[config.mk]
export PLATFORM = sky130hd
export DESIGN_NAME = character_class_tokenizer_top
export DESIGN_NICKNAME = d
export VERILOG_FILES = /design/src/cctk_pkg.sv /design/src/cctk_front.sv /design/src/cctk_queue.sv /design/src/cctk_back.sv /design/src/character_class_tokenizer_top.sv
export SDC_FILE = /design/constraint.sdc
export NUM_CORES = 1
export LEC_CHECK = 0
export BUFFER_PORTS_ARGS = -buffer_cell sky130_fd_sc_hd__buf_4
export CAP_MARGIN = 10
export CORE_ASPECT_RATIO = 0.5
export CORE_UTILIZATION = 35
export DETAILED_ROUTE_END_ITERATION = 12
export GPL_TIMING_DRIVEN = 0
export SYNTH_ARGS = -nofsm -noshare
export SYNTH_HDL_FRONTEND = slang
export SYNTH_SLANG_ARGS = --single-unit
[constraint.sdc]
create_clock -name clk -period 9.2 [get_ports clk]
set_clock_uncertainty 0.15 [all_clocks]
set_input_delay 1.84 -clock clk [delete_from_list [all_inputs] [get_ports clk]]
set_output_delay 1.84 -clock clk [all_outputs]
set_load 0.02 [all_outputs]
[src/cctk_pkg.sv]
// ----------------------------------------------------------------------------
// cctk_pkg: shared types and helpers for the character class tokenizer
// Byte class tests, scan modes, token kinds and the record that travels
// from the classifier to the result stage.
// ----------------------------------------------------------------------------
package cctk_pkg;

  // Field widths fixed by the result format
  localparam int unsigned FIELD_BITS = 16;
  localparam int unsigned KIND_BITS  = 3;

  // Character codes
  localparam logic [7:0] CH_NUL    = 8'h00;
  localparam logic [7:0] CH_TAB    = 8'h09;
  localparam logic [7:0] CH_NL     = 8'h0A;
  localparam logic [7:0] CH_SPACE  = 8'h20;
  localparam logic [7:0] CH_DQUOTE = 8'h22;
  localparam logic [7:0] CH_DOLLAR = 8'h24;
  localparam logic [7:0] CH_SQUOTE = 8'h27;
  localparam logic [7:0] CH_LPAREN = 8'h28;
  localparam logic [7:0] CH_RPAREN = 8'h29;
  localparam logic [7:0] CH_COMMA  = 8'h2C;
  localparam logic [7:0] CH_DOT    = 8'h2E;
  localparam logic [7:0] CH_SEMI   = 8'h3B;
  localparam logic [7:0] CH_AT     = 8'h40;
  localparam logic [7:0] CH_LBRACK = 8'h5B;
  localparam logic [7:0] CH_RBRACK = 8'h5D;
  localparam logic [7:0] CH_UNDER  = 8'h5F;
  localparam logic [7:0] CH_LBRACE = 8'h7B;
  localparam logic [7:0] CH_RBRACE = 8'h7D;

  // Token kinds as reported on the result port
  typedef enum logic [KIND_BITS-1:0] {
    KIND_IDENT   = 3'd0,
    KIND_KEYWORD = 3'd1,
    KIND_WORD    = 3'd2,
    KIND_LITERAL = 3'd3,
    KIND_SEP     = 3'd4,
    KIND_TERM    = 3'd5,
    KIND_ERROR   = 3'd6
  } kind_t;

  // Scan modes; an open token's mode code equals its kind code
  typedef enum logic [KIND_BITS-1:0] {
    MODE_IDENT   = 3'd0,
    MODE_KEYWORD = 3'd1,
    MODE_WORD    = 3'd2,
    MODE_LITERAL = 3'd3,
    MODE_SEP     = 3'd4,
    MODE_IDLE    = 3'd7
  } mode_t;

  typedef struct packed {
    kind_t                 kind;
    logic [FIELD_BITS-1:0] start;
    logic [FIELD_BITS-1:0] len;
  } token_t;

  // Results caused by one byte: tok0 always, tok1 when two is set
  typedef struct packed {
    logic   two;
    token_t tok0;
    token_t tok1;
  } entry_t;

  function automatic logic is_alpha(input logic [7:0] c);
    return (c >= 8'h61 && c <= 8'h7A) || (c >= 8'h41 && c <= 8'h5A);
  endfunction

  function automatic logic is_digit(input logic [7:0] c);
    return c >= 8'h30 && c <= 8'h39;
  endfunction

  function automatic logic is_textc(input logic [7:0] c);
    return is_alpha(c) || is_digit(c) || c == CH_UNDER;
  endfunction

  function automatic logic is_sepc(input logic [7:0] c);
    return c == CH_SQUOTE || c == CH_DQUOTE || c == CH_COMMA || c == CH_SEMI ||
           c == CH_LPAREN || c == CH_RPAREN || c == CH_LBRACK ||
           c == CH_RBRACK || c == CH_LBRACE || c == CH_RBRACE;
  endfunction

  function automatic logic is_space(input logic [7:0] c);
    return c == CH_SPACE || c == CH_TAB || c == CH_NL;
  endfunction

  // True when byte c extends a token open in mode m
  function automatic logic continues(input mode_t m, input logic [7:0] c);
    logic r;
    unique case (m)
      MODE_IDENT, MODE_KEYWORD, MODE_WORD: r = is_textc(c);
      MODE_LITERAL:                        r = is_digit(c) || c == CH_DOT;
      MODE_SEP:                            r = is_sepc(c);
      default:                             r = 1'b0;
    endcase
    return r;
  endfunction

endpackage

[src/cctk_front.sv]
// ----------------------------------------------------------------------------
// cctk_front: byte classifier and scan state
// Takes one byte per transfer, tracks the open token and position, and
// builds the record of the zero, one or two tokens that the byte closes.
// ----------------------------------------------------------------------------
module cctk_front #(
  parameter int unsigned POS_BITS = 16
) (
  input  logic             clk,
  input  logic             rst_n,
  input  logic             in_push,
  input  logic [7:0]       in_char_byte,
  input  logic             q_full,
  output logic             q_push,
  output cctk_pkg::entry_t q_data
);

  localparam int unsigned FB = cctk_pkg::FIELD_BITS;

  cctk_pkg::mode_t     mode_r, mode_nxt;
  logic [POS_BITS-1:0] pos_r, pos_nxt;
  logic [POS_BITS-1:0] ostart_r, ostart_nxt;

  logic                accept;
  logic [POS_BITS-1:0] pos_inc;
  logic [POS_BITS-1:0] len_raw;
  logic [FB-1:0]       pos_clip, ostart_clip, len_clip;

  assign accept = in_push && !q_full;

  // Saturating position increment
  assign pos_inc = (pos_r == {POS_BITS{1'b1}}) ? pos_r : pos_r + 1'b1;
  assign len_raw = (pos_r >= ostart_r) ? pos_r - ostart_r : '0;

  // Clip counters to the result field width
  generate
    if (POS_BITS > FB) begin : g_clip
      assign pos_clip    = (|pos_r[POS_BITS-1:FB])    ? '1 : pos_r[FB-1:0];
      assign ostart_clip = (|ostart_r[POS_BITS-1:FB]) ? '1 : ostart_r[FB-1:0];
      assign len_clip    = (|len_raw[POS_BITS-1:FB])  ? '1 : len_raw[FB-1:0];
    end else begin : g_ext
      assign pos_clip    = FB'(pos_r);
      assign ostart_clip = FB'(ostart_r);
      assign len_clip    = FB'(len_raw);
    end
  endgenerate

  // Classify the byte and decide the next state and the emitted tokens
  always_comb begin
    cctk_pkg::token_t close_tok;
    cctk_pkg::token_t tail_tok;
    logic             has_close;
    logic             has_tail;

    mode_nxt   = mode_r;
    pos_nxt    = pos_r;
    ostart_nxt = ostart_r;
    has_close  = 1'b0;
    has_tail   = 1'b0;

    close_tok.kind  = cctk_pkg::kind_t'(mode_r);
    close_tok.start = ostart_clip;
    close_tok.len   = len_clip;
    tail_tok.kind   = cctk_pkg::KIND_ERROR;
    tail_tok.start  = pos_clip;
    tail_tok.len    = FB'(1);

    if (mode_r != cctk_pkg::MODE_IDLE && cctk_pkg::continues(mode_r, in_char_byte)) begin
      pos_nxt = pos_inc;
    end else begin
      has_close = (mode_r != cctk_pkg::MODE_IDLE);
      mode_nxt  = cctk_pkg::MODE_IDLE;
      priority if (cctk_pkg::is_space(in_char_byte)) begin
        pos_nxt = pos_inc;
      end else if (in_char_byte == cctk_pkg::CH_AT || in_char_byte == cctk_pkg::CH_DOLLAR) begin
        mode_nxt   = cctk_pkg::MODE_IDENT;
        ostart_nxt = pos_r;
        pos_nxt    = pos_inc;
      end else if (in_char_byte == cctk_pkg::CH_DOT) begin
        mode_nxt   = cctk_pkg::MODE_KEYWORD;
        ostart_nxt = pos_r;
        pos_nxt    = pos_inc;
      end else if (cctk_pkg::is_alpha(in_char_byte)) begin
        mode_nxt   = cctk_pkg::MODE_WORD;
        ostart_nxt = pos_r;
        pos_nxt    = pos_inc;
      end else if (cctk_pkg::is_digit(in_char_byte)) begin
        mode_nxt   = cctk_pkg::MODE_LITERAL;
        ostart_nxt = pos_r;
        pos_nxt    = pos_inc;
      end else if (cctk_pkg::is_sepc(in_char_byte)) begin
        mode_nxt   = cctk_pkg::MODE_SEP;
        ostart_nxt = pos_r;
        pos_nxt    = pos_inc;
      end else if (in_char_byte == cctk_pkg::CH_NUL) begin
        // End of string: terminator, then rewind
        has_tail      = 1'b1;
        tail_tok.kind = cctk_pkg::KIND_TERM;
        tail_tok.len  = '0;
        pos_nxt       = '0;
        ostart_nxt    = '0;
      end else begin
        // Unknown byte: one-byte error token, consumed
        has_tail = 1'b1;
        pos_nxt  = pos_inc;
      end
    end

    q_push       = accept && (has_close || has_tail);
    q_data.two   = has_close && has_tail;
    q_data.tok0  = has_close ? close_tok : tail_tok;
    q_data.tok1  = tail_tok;
  end

  // Scan state registers
  always_ff @(posedge clk) begin
    if (!rst_n) begin
      mode_r   <= cctk_pkg::MODE_IDLE;
      pos_r    <= '0;
      ostart_r <= '0;
    end else if (accept) begin
      mode_r   <= mode_nxt;
      pos_r    <= pos_nxt;
      ostart_r <= ostart_nxt;
    end
  end

endmodule

[src/cctk_queue.sv]
// ----------------------------------------------------------------------------
// cctk_queue: token record queue
// Short first-in first-out buffer that decouples the classifier from the
// result stage; the head record is presented without a read cycle.
// ----------------------------------------------------------------------------
module cctk_queue #(
  parameter int unsigned DEPTH = 4
) (
  input  logic             clk,
  input  logic             rst_n,
  input  logic             wr_en,
  input  cctk_pkg::entry_t wr_data,
  output logic             full,
  input  logic             rd_en,
  output logic             rd_valid,
  output cctk_pkg::entry_t rd_data
);

  localparam int unsigned AW = (DEPTH > 1) ? $clog2(DEPTH) : 1;
  localparam int unsigned CW = $clog2(DEPTH + 1);

  cctk_pkg::entry_t mem_r [DEPTH];
  logic [AW-1:0]    wr_ptr_r, wr_ptr_nxt;
  logic [AW-1:0]    rd_ptr_r, rd_ptr_nxt;
  logic [CW-1:0]    count_r, count_nxt;
  logic             do_wr, do_rd;

  assign full     = (count_r == CW'(DEPTH));
  assign rd_valid = (count_r != '0);
  assign rd_data  = mem_r[rd_ptr_r];
  assign do_wr    = wr_en && !full;
  assign do_rd    = rd_en && rd_valid;

  // Advance pointers with wrap at the depth
  always_comb begin
    wr_ptr_nxt = wr_ptr_r;
    rd_ptr_nxt = rd_ptr_r;
    count_nxt  = count_r;
    if (do_wr) begin
      wr_ptr_nxt = (wr_ptr_r == AW'(DEPTH - 1)) ? '0 : wr_ptr_r + 1'b1;
    end
    if (do_rd) begin
      rd_ptr_nxt = (rd_ptr_r == AW'(DEPTH - 1)) ? '0 : rd_ptr_r + 1'b1;
    end
    unique case ({do_wr, do_rd})
      2'b10:   count_nxt = count_r + 1'b1;
      2'b01:   count_nxt = count_r - 1'b1;
      default: count_nxt = count_r;
    endcase
  end

  always_ff @(posedge clk) begin
    if (!rst_n) begin
      wr_ptr_r <= '0;
      rd_ptr_r <= '0;
      count_r  <= '0;
    end else begin
      wr_ptr_r <= wr_ptr_nxt;
      rd_ptr_r <= rd_ptr_nxt;
      count_r  <= count_nxt;
    end
  end

  // Store records
  always_ff @(posedge clk) begin
    if (do_wr) begin
      mem_r[wr_ptr_r] <= wr_data;
    end
  end

  a_count_bound: assert property (@(posedge clk) disable iff (!rst_n)
    count_r <= CW'(DEPTH))
    else $error("queue count above depth");

endmodule

[src/cctk_back.sv]
// ----------------------------------------------------------------------------
// cctk_back: result stage
// Holds one token record in an output register and hands out its one or
// two tokens in order, marking the last token caused by each byte.
// ----------------------------------------------------------------------------
module cctk_back (
  input  logic             clk,
  input  logic             rst_n,
  input  logic             q_valid,
  input  cctk_pkg::entry_t q_data,
  output logic             q_pop,
  output logic             empty,
  input  logic             pop,
  output logic [2:0]       out_tok_kind,
  output logic [15:0]      out_tok_start,
  output logic [15:0]      out_tok_len,
  output logic             out_run_last
);

  cctk_pkg::entry_t hold_r, hold_nxt;
  logic             valid_r, valid_nxt;
  logic             idx_r, idx_nxt;
  logic             last_now;
  logic             taken;
  cctk_pkg::token_t cur;

  assign last_now = idx_r || !hold_r.two;
  assign taken    = pop && valid_r;
  assign q_pop    = q_valid && (!valid_r || (taken && last_now));
  assign cur      = idx_r ? hold_r.tok1 : hold_r.tok0;

  assign empty         = !valid_r;
  assign out_tok_kind  = cur.kind;
  assign out_tok_start = cur.start;
  assign out_tok_len   = cur.len;
  assign out_run_last  = last_now;

  // Step through the held record, reload from the queue when done
  always_comb begin
    hold_nxt  = hold_r;
    valid_nxt = valid_r;
    idx_nxt   = idx_r;
    if (taken) begin
      if (!last_now) begin
        idx_nxt = 1'b1;
      end else begin
        valid_nxt = 1'b0;
      end
    end
    if (q_pop) begin
      hold_nxt  = q_data;
      idx_nxt   = 1'b0;
      valid_nxt = 1'b1;
    end
  end

  always_ff @(posedge clk) begin
    if (!rst_n) begin
      valid_r <= 1'b0;
      idx_r   <= 1'b0;
    end else begin
      valid_r <= valid_nxt;
      idx_r   <= idx_nxt;
    end
  end

  // Hold payload
  always_ff @(posedge clk) begin
    hold_r <= hold_nxt;
  end

  a_second_slot: assert property (@(posedge clk) disable iff (!rst_n)
    (valid_r && idx_r) |-> hold_r.two)
    else $error("second token shown for a single-token record");

  a_pair_follows: assert property (@(posedge clk) disable iff (!rst_n)
    (taken && !last_now) |=> (valid_r && idx_r))
    else $error("second token of a pair lost");

  a_tail_last: assert property (@(posedge clk) disable iff (!rst_n)
    (valid_r && (cur.kind == cctk_pkg::KIND_TERM || cur.kind == cctk_pkg::KIND_ERROR))
      |-> last_now)
    else $error("terminator or error token not marked last");

endmodule

[src/character_class_tokenizer_top.sv]
// ----------------------------------------------------------------------------
// character_class_tokenizer_top: streaming character class tokenizer
// Cuts a byte stream into identifier, keyword, word, literal, separator,
// terminator and error tokens with start offset and length.
// ----------------------------------------------------------------------------
// One source byte is taken per cycle while full is low; the classifier
// updates its scan state in that cycle and writes the byte's tokens, if any,
// as one record into a QUEUE_DEPTH-entry queue. The result stage hands out
// one token per cycle, while pop is high, from an output register, so a byte
// that both closes a token and yields a terminator or error yields two tokens
// on the result side; sustained input rate is one byte per cycle whenever
// results are drained at least as fast as they are produced. With the queue
// and result stage idle, a token passes through the queue and then the output
// register before it appears on the result ports. run_last marks the last
// token caused by a byte. Positions count in POS_BITS bits and saturate;
// reported starts and lengths saturate at 65535.
// ----------------------------------------------------------------------------
module character_class_tokenizer_top #(
  parameter int unsigned POS_BITS    = 16,
  parameter int unsigned QUEUE_DEPTH = 4
) (
  input  logic        clk,
  input  logic        rst_n,
  input  logic        push,
  output logic        full,
  input  logic [7:0]  in_char_byte,
  output logic        empty,
  input  logic        pop,
  output logic [2:0]  out_tok_kind,
  output logic [15:0] out_tok_start,
  output logic [15:0] out_tok_len,
  output logic        out_run_last
);

  logic             q_push, q_full, q_valid, q_pop;
  cctk_pkg::entry_t q_wdata, q_rdata;

  assign full = q_full;

  // Classify bytes and track scan state
  cctk_front #(
    .POS_BITS(POS_BITS)
  ) u_front (
    .clk         (clk),
    .rst_n       (rst_n),
    .in_push     (push),
    .in_char_byte(in_char_byte),
    .q_full      (q_full),
    .q_push      (q_push),
    .q_data      (q_wdata)
  );

  // Decouple classifier from result stage
  cctk_queue #(
    .DEPTH(QUEUE_DEPTH)
  ) u_queue (
    .clk     (clk),
    .rst_n   (rst_n),
    .wr_en   (q_push),
    .wr_data (q_wdata),
    .full    (q_full),
    .rd_en   (q_pop),
    .rd_valid(q_valid),
    .rd_data (q_rdata)
  );

  // Serialize tokens onto the result port
  cctk_back u_back (
    .clk          (clk),
    .rst_n        (rst_n),
    .q_valid      (q_valid),
    .q_data       (q_rdata),
    .q_pop        (q_pop),
    .empty        (empty),
    .pop          (pop),
    .out_tok_kind (out_tok_kind),
    .out_tok_start(out_tok_start),
    .out_tok_len  (out_tok_len),
    .out_run_last (out_run_last)
  );

endmodule
==> results of run 1 <==
kinds of logic (layout without fill, tap and decap cells):
| group | after synthesis | in the layout | share of synthesized area, % |
|---|---|---|---|
| flops | 319 | 319 | 67.45 |
| simple gates | 197 | 197 | 7.729 |
| mux | 115 | 115 | 13.88 |
| compound gates | 89 | 89 | 5.098 |
| buf+inv | 67 | 177 | 2.133 |
| fa+ha+maj | 25 | 25 | 2.419 |
| xor+xnor | 20 | 20 | 1.293 |
worst max-delay path: stages:
cell,delay [ns]
buf_4,0.12
clkbuf_1,0.18
or2_2,0.39
o2111ai_2,0.19
o22ai_2,0.13
nor2_8,0.23
inv_4,0.10
a221oi_4,0.47
inv_1,0.09
ha_1,0.24
fa_1,0.45
xnor2_1,0.15
or3_1,0.30
a21oi_1,0.14
per-layer routing:
metal  vias up  GRT usage [%]  share of wire, %
met3        35          2.386               4.1
li1       3402              -                 -
met2       165          23.65                47
met5         -              0                 0
met1      3755          20.24                47
met4         0          2.646               1.4
Yosys cell counts, types with 3 or more instances:
master / n
and2_1: 9
mux2_1: 14
a21o_1: 4
xor2_1: 11
or2_2: 3
edfxtp_1: 275
buf_1: 9
nor3_1: 15
o21ai_0: 16
inv_1: 35
nand2b_1: 6
nand3_1: 9
nor2_1: 38
mux2i_1: 27
xnor2_1: 9
ha_1: 23
mux2_2: 19
and3_1: 10
mux4_2: 55
o22ai_2: 3
a211oi_1: 5
nand4_1: 7
o211ai_1: 4
clkbuf_1: 11
o21a_1: 4
o22ai_1: 5
a21oi_1: 19
buf_2: 7
o31a_1: 3
nand2_1: 54
or3_1: 6
nor2b_1: 19
nor3b_1: 4
dfxtp_1: 44
final cells by class:
type,instances,share of cell area [%]
repair buffers,54,3.116
well taps,520,4.155
multi-input cells,446,26.46
flip-flops and latches,319,58.36
plain buffers,31,0.9668
inverters,36,0.8789
clock buffers,44,5.649
clock inverters,12,0.4155
through the flow:
step	area [µm²]	hold slack (ns)	total power, mW	util (%)	setup slack [ns]
after floorplan	13550	0.2881	2.748	-	2.882
after global placement	14550	0.3007	3.147	38.51	0.7639
after detailed placement	14690	0.3102	3.179	38.89	3.923
after CTS	15640	0.3186	4.352	41.40	4.402
after global routing	15660	0.3432	4.501	41.44	4.288
final	15660	0.3190	4.295	41.44	4.469
power groups by stage:
stage                     logic, mW  clock network, mW  registers (mW)
final                          1.14               1.17            1.98
after global routing           1.24               1.26            2.00
after CTS                      1.17               1.20            1.98
after detailed placement       1.17                  0            2.01
after global placement         1.10                  0            2.05
after floorplan               0.738                  0            2.01
state kept, by name, summed over array words and instances, names as in the netlist:
signal	count
u_front.pos_clip	16
u_back.hold_r	55
u_back.idx_r	1
u_queue.rd_ptr_r	2
u_front.ostart_clip	16
u_queue.count_r	3
u_queue.wr_ptr_r	2
u_queue.mem_r	220
u_front.mode_r	3
u_back.valid_r	1
worst paths after layout:
| check | from | cells past startpoint | to | slack, ns |
|---|---|---|---|---|
| setup reg to reg | u_front.mode_r[1] | 12 | u_queue.count_r[2] | 5.85 |
| hold reg to reg | u_front.ostart_clip[14] | 2 | u_front.ostart_clip[14] | 0.32 |
| hold / removal | u_front.ostart_clip[14] | 2 | u_front.ostart_clip[14] | 0.32 |
| setup / recovery | in_char_byte[2] | 14 | u_queue.count_r[2] | 4.47 |
==> flow_summary_export.csv, run 1 <==
group,metric,value,unit
outcome,status,"finished, final reports clean",
setup_path,worstSetupPathType,"input pin to register",
yosys,synth_ff_type,"edfxtp_1",
floorplanning,start_util,35.86,%
floorplanning,dieHeight,141.1,µm
sta,fin_crit,4.731,ns
sta,hold_violations,0,
cells_and_area,fin_nets,955,
cells_and_area,multi_input_area,0.004143,mm²
clocking,clock-root-buffer,"clkbuf_16",
pwr,p_comb_share,26.6,%
floorplanning,die_area,0.03955,mm²
yosys,yosys.area.top_type,"edfxtp_1",
global_route,antenna_found_initial,0,
clocking,insertion_delay,0.54,ns
yosys,synth-edff-count,275,
placement,portBuffers,47,
pwr,ir_drop,0.1218,mV
hold_path,hp-class,"register to register",
cells_and_area,fin_cells,1462,
setup_path,arrival,5.05,ns
clocking,cts_resized,0,
cells_and_area,drive_above_1_share,22.61,%
sta,slew_violations,0,
pwr,p_per_area,274.3,mW/mm²
floorplanning,rows,50,
yosys,synth_cells,832,
floorplanning,io_pins,50,
yosys,synth_area_leaders,"edfxtp_1 61%, mux4_2 9.1%, dfxtp_1 6.5%, ha_1 2.1%, mux2i_1 2.0%",
sta,fin_setup_tns,0,ns
global_route,grt_max_degree,33,
cells_and_area,area_delta_synth_final,15.57,%
yosys,async_flop_share,0,%
yosys,syn-num-nets,869,
drt,drcViolationCount,0,
cells_and_area,most-common-layout-cells,"275 x edfxtp_1, 55 x mux4_2, 54 x nand2_1, 49 x buf_4, 44 x dfxtp_1",
sta,period_share,51.42,%
clocking,cts_tree,"done",
cells_and_area,final_common_cell,"edfxtp_1",
sta,tightest_slew,1.011,ns
placement,gp_congestion,0.8683,
setup_path,required,9.52,ns
drt,num_vias,7357,
cells_and_area,nFillCells,3395,
floorplanning,fp.dieW,280.3,µm
pwr,p_int,3.067,mW
cells_and_area,regArea,0.009139,mm²
drt,final_antenna_net_count,0,
sta,grt_setup_unrepaired,"false",
drt,routedWlPerCell,18.97,µm
drt,first_pass_iters,5,
yosys,ys_ff_latch,319,
placement,hpwl,18.88,mm
pwr,p_clk_share,27.3,%
sta,clock.fmax,211.4,MHz
sta,setup_violations,0,
yosys,ys_seq_area_share,67.45,%
global_route,grt_pass1_wl,43.79,mm
run,maxCapViolCount,0,
setup_path,start_kind,"input pin",
setup_path,crit_fanout,10,
yosys,synth_cell_types,73,
drt,via_per_inst,5.032,
yosys,synth_area_per_cell,16.29,µm²
clocking,ctsHoldBuffers,0,
pwr,pwr-share-seq,46.1,%
sta,slew_headroom,32.57,%
clocking,clockBufferDepth,3,
clocking,clk_pin_slew_worst_paths,0.06,ns
yosys,synth_area,0.01355,mm²
pwr,p_sw,1.227,mW
global_route,grt_overflow,0,
drt,wl,27.74,mm
clocking,post_cts_buffers,0,
setup_path,endpoint_kind,"register",
clocking,numCtsBuffers,30,
placement,dp.cells,1405,
global_route,grtUsageTotal,14.37,%
clocking,ctsHtreeMaxLevel,1,
pwr,p_leak,5.367,nW
yosys,ys_warn_count,0,
cells_and_area,n_antenna_cell,0,
global_route,grt_pass1_vias,7689,
pwr,switching_share,28.58,%
floorplanning,core_area,0.03779,mm²
yosys,synth_top_area_share,60.95,%
drt,first_iter_violations,589,
clocking,cts_sinks,319,
(Power assumes the default switching activity.)
==> run 2: changes to the inputs <==
==> constraint.sdc (replaced) <==
create_clock -name clk -period 4.83 [get_ports clk]
set_clock_uncertainty 0.15 [all_clocks]
set_input_delay 0.966 -clock clk [delete_from_list [all_inputs] [get_ports clk]]
set_output_delay 0.966 -clock clk [all_outputs]
set_load 0.02 [all_outputs]
==> flow_summary_export.csv, run 2 (same netlist as run 1, synthesis figures left out) <==
group,metric,value,unit
floorplanning,start_util,35.86,%
clocking,insertion_delay,0.55,ns
drt,final_antenna_net_count,0,
cells_and_area,area_delta_synth_final,15.83,%
setup_path,r2r_start,"u_front.mode_r[1]",
setup_path,crit_fanout,10,
clocking,cts_sinks,319,
drt,num_vias,7476,
global_route,grt_overflow,0,
setup_path,rr_worst_depth,12,
sta,slew_violations,0,
sta,period_share,80.46,%
setup_path,required,5.15,ns
cells_and_area,n_antenna_cell,0,
floorplanning,core_area,0.03779,mm²
global_route,grt_pass1_vias,7686,
pwr,p_sw,2.387,mW
placement,hpwl,19.02,mm
clocking,numCtsBuffers,31,
hold_path,hp-class,"register to register",
cells_and_area,most-common-layout-cells,"275 x edfxtp_1, 55 x mux4_2, 54 x nand2_1, 49 x buf_4, 44 x dfxtp_1",
global_route,antenna_found_initial,0,
global_route,grtUsageTotal,14.53,%
drt,via_per_inst,5.110,
clocking,ctsHoldBuffers,0,
floorplanning,fp.dieW,280.3,µm
clocking,cts_resized,0,
pwr,ir_drop,0.3015,mV
drt,wl,28.41,mm
floorplanning,io_pins,50,
pwr,switching_share,28.88,%
outcome,status,"finished, final reports clean",
setup_path,endpoint_kind,"register",
setup_path,start_kind,"input pin",
sta,fin_setup_tns,0,ns
global_route,grt_max_degree,48,
drt,first_pass_iters,5,
cells_and_area,largestRegisters,"u_queue.mem_r: 220 flops, u_back.hold_r: 55 flops",
pwr,p_clk_share,27.7,%
global_route,grt_pass1_wl,44.41,mm
hold_path,hp-start,"u_front.ostart_clip[9]",
setup_path,arrival,4.21,ns
sta,hold_violations,0,
sta,holdWs,0.3259,ns
sta,grt_setup_unrepaired,"false",
cells_and_area,final_common_cell,"edfxtp_1",
pwr,p_comb_share,26.6,%
cells_and_area,drive_above_1_share,22.80,%
placement,gp_congestion,0.9122,
clocking,clockBufferDepth,3,
clocking,post_cts_buffers,0,
clocking,ctsHtreeMaxLevel,1,
floorplanning,dieHeight,141.1,µm
floorplanning,rows,50,
pwr,p_int,5.878,mW
sta,fin_crit,3.886,ns
hold_path,hold_depth,2,
cells_and_area,fin_nets,956,
sta,slew_headroom,28.78,%
drt,drcViolationCount,0,
clocking,cts_tree,"done",
sta,setup_violations,0,
clocking,clk_pin_slew_worst_paths,0.06,ns
floorplanning,die_area,0.03955,mm²
drt,first_iter_violations,679,
cells_and_area,final_area,0.01569,mm²
clocking,clock-root-buffer,"clkbuf_16",
pwr,p_leak,5.385,nW
sta,clock.fmax,257.3,MHz
pwr,p_per_area,526.6,mW/mm²
placement,portBuffers,47,
setup_path,startpoint,"in_char_byte[2]",
cells_and_area,top_register,"u_queue.mem_r",
pwr,pwr-share-seq,45.7,%
drt,routedWlPerCell,19.42,µm
cells_and_area,largest_reg_flops,220,
setup_path,worstSetupPathType,"input pin to register",
placement,placed_area,0.01471,mm²
sta,tightest_slew,1.068,ns
run,maxCapViolCount,0,
## run 2: cell count changes in the layout (fill, tap and decap cells not counted), sizes merged
cell and change:
clkbuf +2, inv -1
## run 2: worst paths after layout
check / to / slack, ns
hold reg to reg: u_front.ostart_clip[9] / 0.33
setup reg to reg: u_queue.count_r[2] / 1.42
hold / removal: u_front.ostart_clip[9] / 0.33
setup / recovery: u_queue.count_r[2] / 0.94
## run 2: routing by layer
metal / global-route usage [%] / vias to the layer above / part of all wire [%]
met1: 21.03 / 3802 / 47
met2: 23.45 / 217 / 46
met4: 3.164 / 0 / 2.1
li1: - / 3406 / -
met5: 0 / - / 0
met3: 1.873 / 51 / 4.9
## run 2: metrics by stage
stage          power (mW)  worst slack (ns)  std cells  utilization (%)
6_report            8.265            0.9440       1463            41.53
5_1_grt             8.646            0.6623       1463            41.53
4_1_cts             8.369            0.8968       1462            41.50
3_5_place_dp        6.087            0.3910       1405            38.93
3_3_place_gp        5.975            -1.003       1399            38.52
2_1_floorplan       5.218            0.3862        832                -
## run 2: critical path: stages
cell,delay [ns]
buf_4,0.09
clkbuf_1,0.30
mux2i_1,0.15
a22oi_2,0.49
nand4_1,0.29
a221oi_4,0.49
inv_1,0.09
ha_1,0.24
fa_1,0.46
xnor2_1,0.17
or3_1,0.32
a21oi_1,0.14
## run 2: power groups by stage
stage / Sequential (mW) / Combinational (mW) / Clock [mW]
3_3_place_gp: 3.88 / 2.10 / 0
2_1_floorplan: 3.81 / 1.41 / 0
3_5_place_dp: 3.84 / 2.24 / 0
5_1_grt: 3.82 / 2.38 / 2.45
6_report: 3.78 / 2.20 / 2.29
4_1_cts: 3.78 / 2.25 / 2.33
## run 2: area by class of cell
cell class,count,area (µm²)
repair buffers,54,499.2
plain buffers,31,151.4
inverters,36,137.6
fillers,3403,22090
clock buffers,46,912.1
flip-flops and latches,319,9139
well taps,520,650.6
clock inverters,11,61.31
multi-input cells,446,4143
==> run 3: changes to the inputs <==
==> constraint.sdc (replaced) <==
create_clock -name clk -period 3.91 [get_ports clk]
set_clock_uncertainty 0.15 [all_clocks]
set_input_delay 0.782 -clock clk [delete_from_list [all_inputs] [get_ports clk]]
set_output_delay 0.782 -clock clk [all_outputs]
set_load 0.02 [all_outputs]
==> flow_summary_export.csv, run 3 (same netlist as run 1, synthesis figures left out) <==
group,metric,value,unit
outcome,status,"finished, final reports clean",
clocking,ctsHoldBuffers,0,
placement,dp.cells,1405,
clocking,clockBufferDepth,3,
setup_path,start_kind,"input pin",
global_route,grt_pass1_vias,7634,
run,maxCapViolCount,0,
clocking,numCtsBuffers,30,
setup_path,crit_fanout,10,
cells_and_area,largestRegisters,"u_queue.mem_r: 220 flops, u_back.hold_r: 55 flops",
cells_and_area,final_common_cell,"edfxtp_1",
setup_path,rr_worst_depth,10,
floorplanning,rows,50,
clocking,ctsHtreeMaxLevel,1,
cells_and_area,fin_cells,1462,
floorplanning,core_area,0.03779,mm²
cells_and_area,multi_input_area,0.004143,mm²
floorplanning,dieHeight,141.1,µm
setup_path,cp_cell_sequence,"buf_4 -> clkbuf_1 -> mux2i_1 -> a22oi_2 -> nand4_1 -> a221oi_4 -> inv_1 -> ha_1 -> fa_1 -> xnor2_1 -> or3_1 -> a21oi_1",
clocking,post_cts_buffers,0,
global_route,grt_pass1_wl,43.60,mm
setup_path,arrival,4.00,ns
cells_and_area,post-route-util,41.57,%
global_route,antenna_found_initial,0,
setup_path,endpoint_kind,"register",
setup_path,slowest_delay,0.50,ns
sta,fin_crit,3.678,ns
placement,placed_area,0.01469,mm²
sta,slew_headroom,29.42,%
sta,setup_violations,0,
floorplanning,die_area,0.03955,mm²
sta,finalWorstSetupSlack,0.2322,ns
setup_path,required,4.23,ns
cells_and_area,n_antenna_cell,0,
drt,first_iter_violations,571,
placement,portBuffers,47,
drt,num_vias,7385,
drt,final_antenna_net_count,0,
placement,gp_congestion,0.8927,
global_route,grt_overflow,0,
sta,hold_violations,0,
cells_and_area,drive_above_1_share,22.51,%
clocking,clk_pin_slew_worst_paths,0.07,ns
placement,place_ws,-0.3328,ns
cells_and_area,largest_reg_flops,220,
floorplanning,fp.dieW,280.3,µm
cells_and_area,final_area,0.01571,mm²
pwr,p_per_area,654.9,mW/mm²
cells_and_area,most-common-layout-cells,"275 x edfxtp_1, 55 x mux4_2, 54 x nand2_1, 49 x buf_4, 44 x dfxtp_1",
clocking,clock-root-buffer,"clkbuf_16",
hold_path,hold_depth,2,
drt,via_per_inst,5.051,
drt,wl,28.08,mm
sta,tightest_slew,1.059,ns
cells_and_area,regArea,0.009139,mm²
sta,slew_violations,0,
floorplanning,start_util,35.86,%
hold_path,hp-class,"register to register",
setup_path,cp_slowest_cell,"a22oi_2",
clocking,insertion_delay,0.56,ns
sta,clock.fmax,271.9,MHz
sta,period_share,94.06,%
setup_path,worstSetupPathType,"input pin to register",
cells_and_area,top_register,"u_queue.mem_r",
global_route,grtUsageTotal,14.39,%
clocking,cts_resized,0,
cells_and_area,fin_nets,955,
placement,hpwl,18.83,mm
clocking,cts_tree,"done",
drt,first_pass_iters,5,
pwr,p_leak,5.391,nW
sta,grt_setup_unrepaired,"false",
cells_and_area,area_delta_synth_final,15.92,%
pwr,finalPower,10.29,mW
cells_and_area,nFillCells,3402,
floorplanning,io_pins,50,
pwr,ir_drop,0.3382,mV
drt,routedWlPerCell,19.21,µm
clocking,cts_sinks,319,
drt,drcViolationCount,0,
global_route,grt_max_degree,33,
run 3: changes by cell type in the layout (fill, tap and decap cells not counted):
cell / delta
clkbuf_8: -8
clkinv_1: +5
bufinv_16: +4
clkbuf_1: -3
buf_12: +2
buf_16: -2
buf_6: -1
buf_8: +1
clkinv_2: +1
clkinv_4: +1
clkinvlp_4: -1
run 3: worst paths after layout:
path,to,start,slack (ns)
worst min-delay path,u_front.ostart_clip[8],u_front.ostart_clip[8],0.33
worst min register to register,u_front.ostart_clip[8],u_front.ostart_clip[8],0.33
worst max-delay path,u_queue.count_r[2],in_char_byte[2],0.23
worst max register to register,u_queue.mem_r[0][42],u_front.pos_clip[0],0.47
run 3: routing by layer:
layer | vias to the layer above | share of wire [%] | track usage [%]
met5 | - | 0 | 0
met4 | 0 | 1.7 | 2.876
met3 | 41 | 4.0 | 2.403
met2 | 143 | 47 | 23.59
met1 | 3790 | 47 | 20.24
li1 | 3411 | - | -
run 3: cell type report:
type | count | share of cell area (%)
well taps | 520 | 4.142
repair buffers | 54 | 3.107
multi-input cells | 446 | 26.38
flip-flops and latches | 319 | 58.19
clock inverters | 21 | 1.314
plain buffers | 31 | 0.9639
clock buffers | 35 | 5.035
inverters | 36 | 0.8763
run 3: critical path: cells and delay by family:
kind | cells | cell delay (ns)
fa+ha+maj | 2 | 0.68
compound gates | 3 | 1.16
xor+xnor | 1 | 0.15
buf+inv | 3 | 0.45
mux | 1 | 0.16
simple gates | 2 | 0.63
run 3: through the flow:
step | hold slack [ns] | TNS (ns)
floorplan | 0.2881 | 0
global placement | 0.3007 | -129.67
detailed placement | 0.3179 | -2.585
CTS | 0.3302 | 0
global route | 0.3481 | 0
finish | 0.3297 | 0
run 3: where the power goes:
group	internal, mW	switching [mW]
Clock	1.71	1.21
Sequential	4.50	0.170
Combinational	1.16	1.54
Total	7.36	2.93
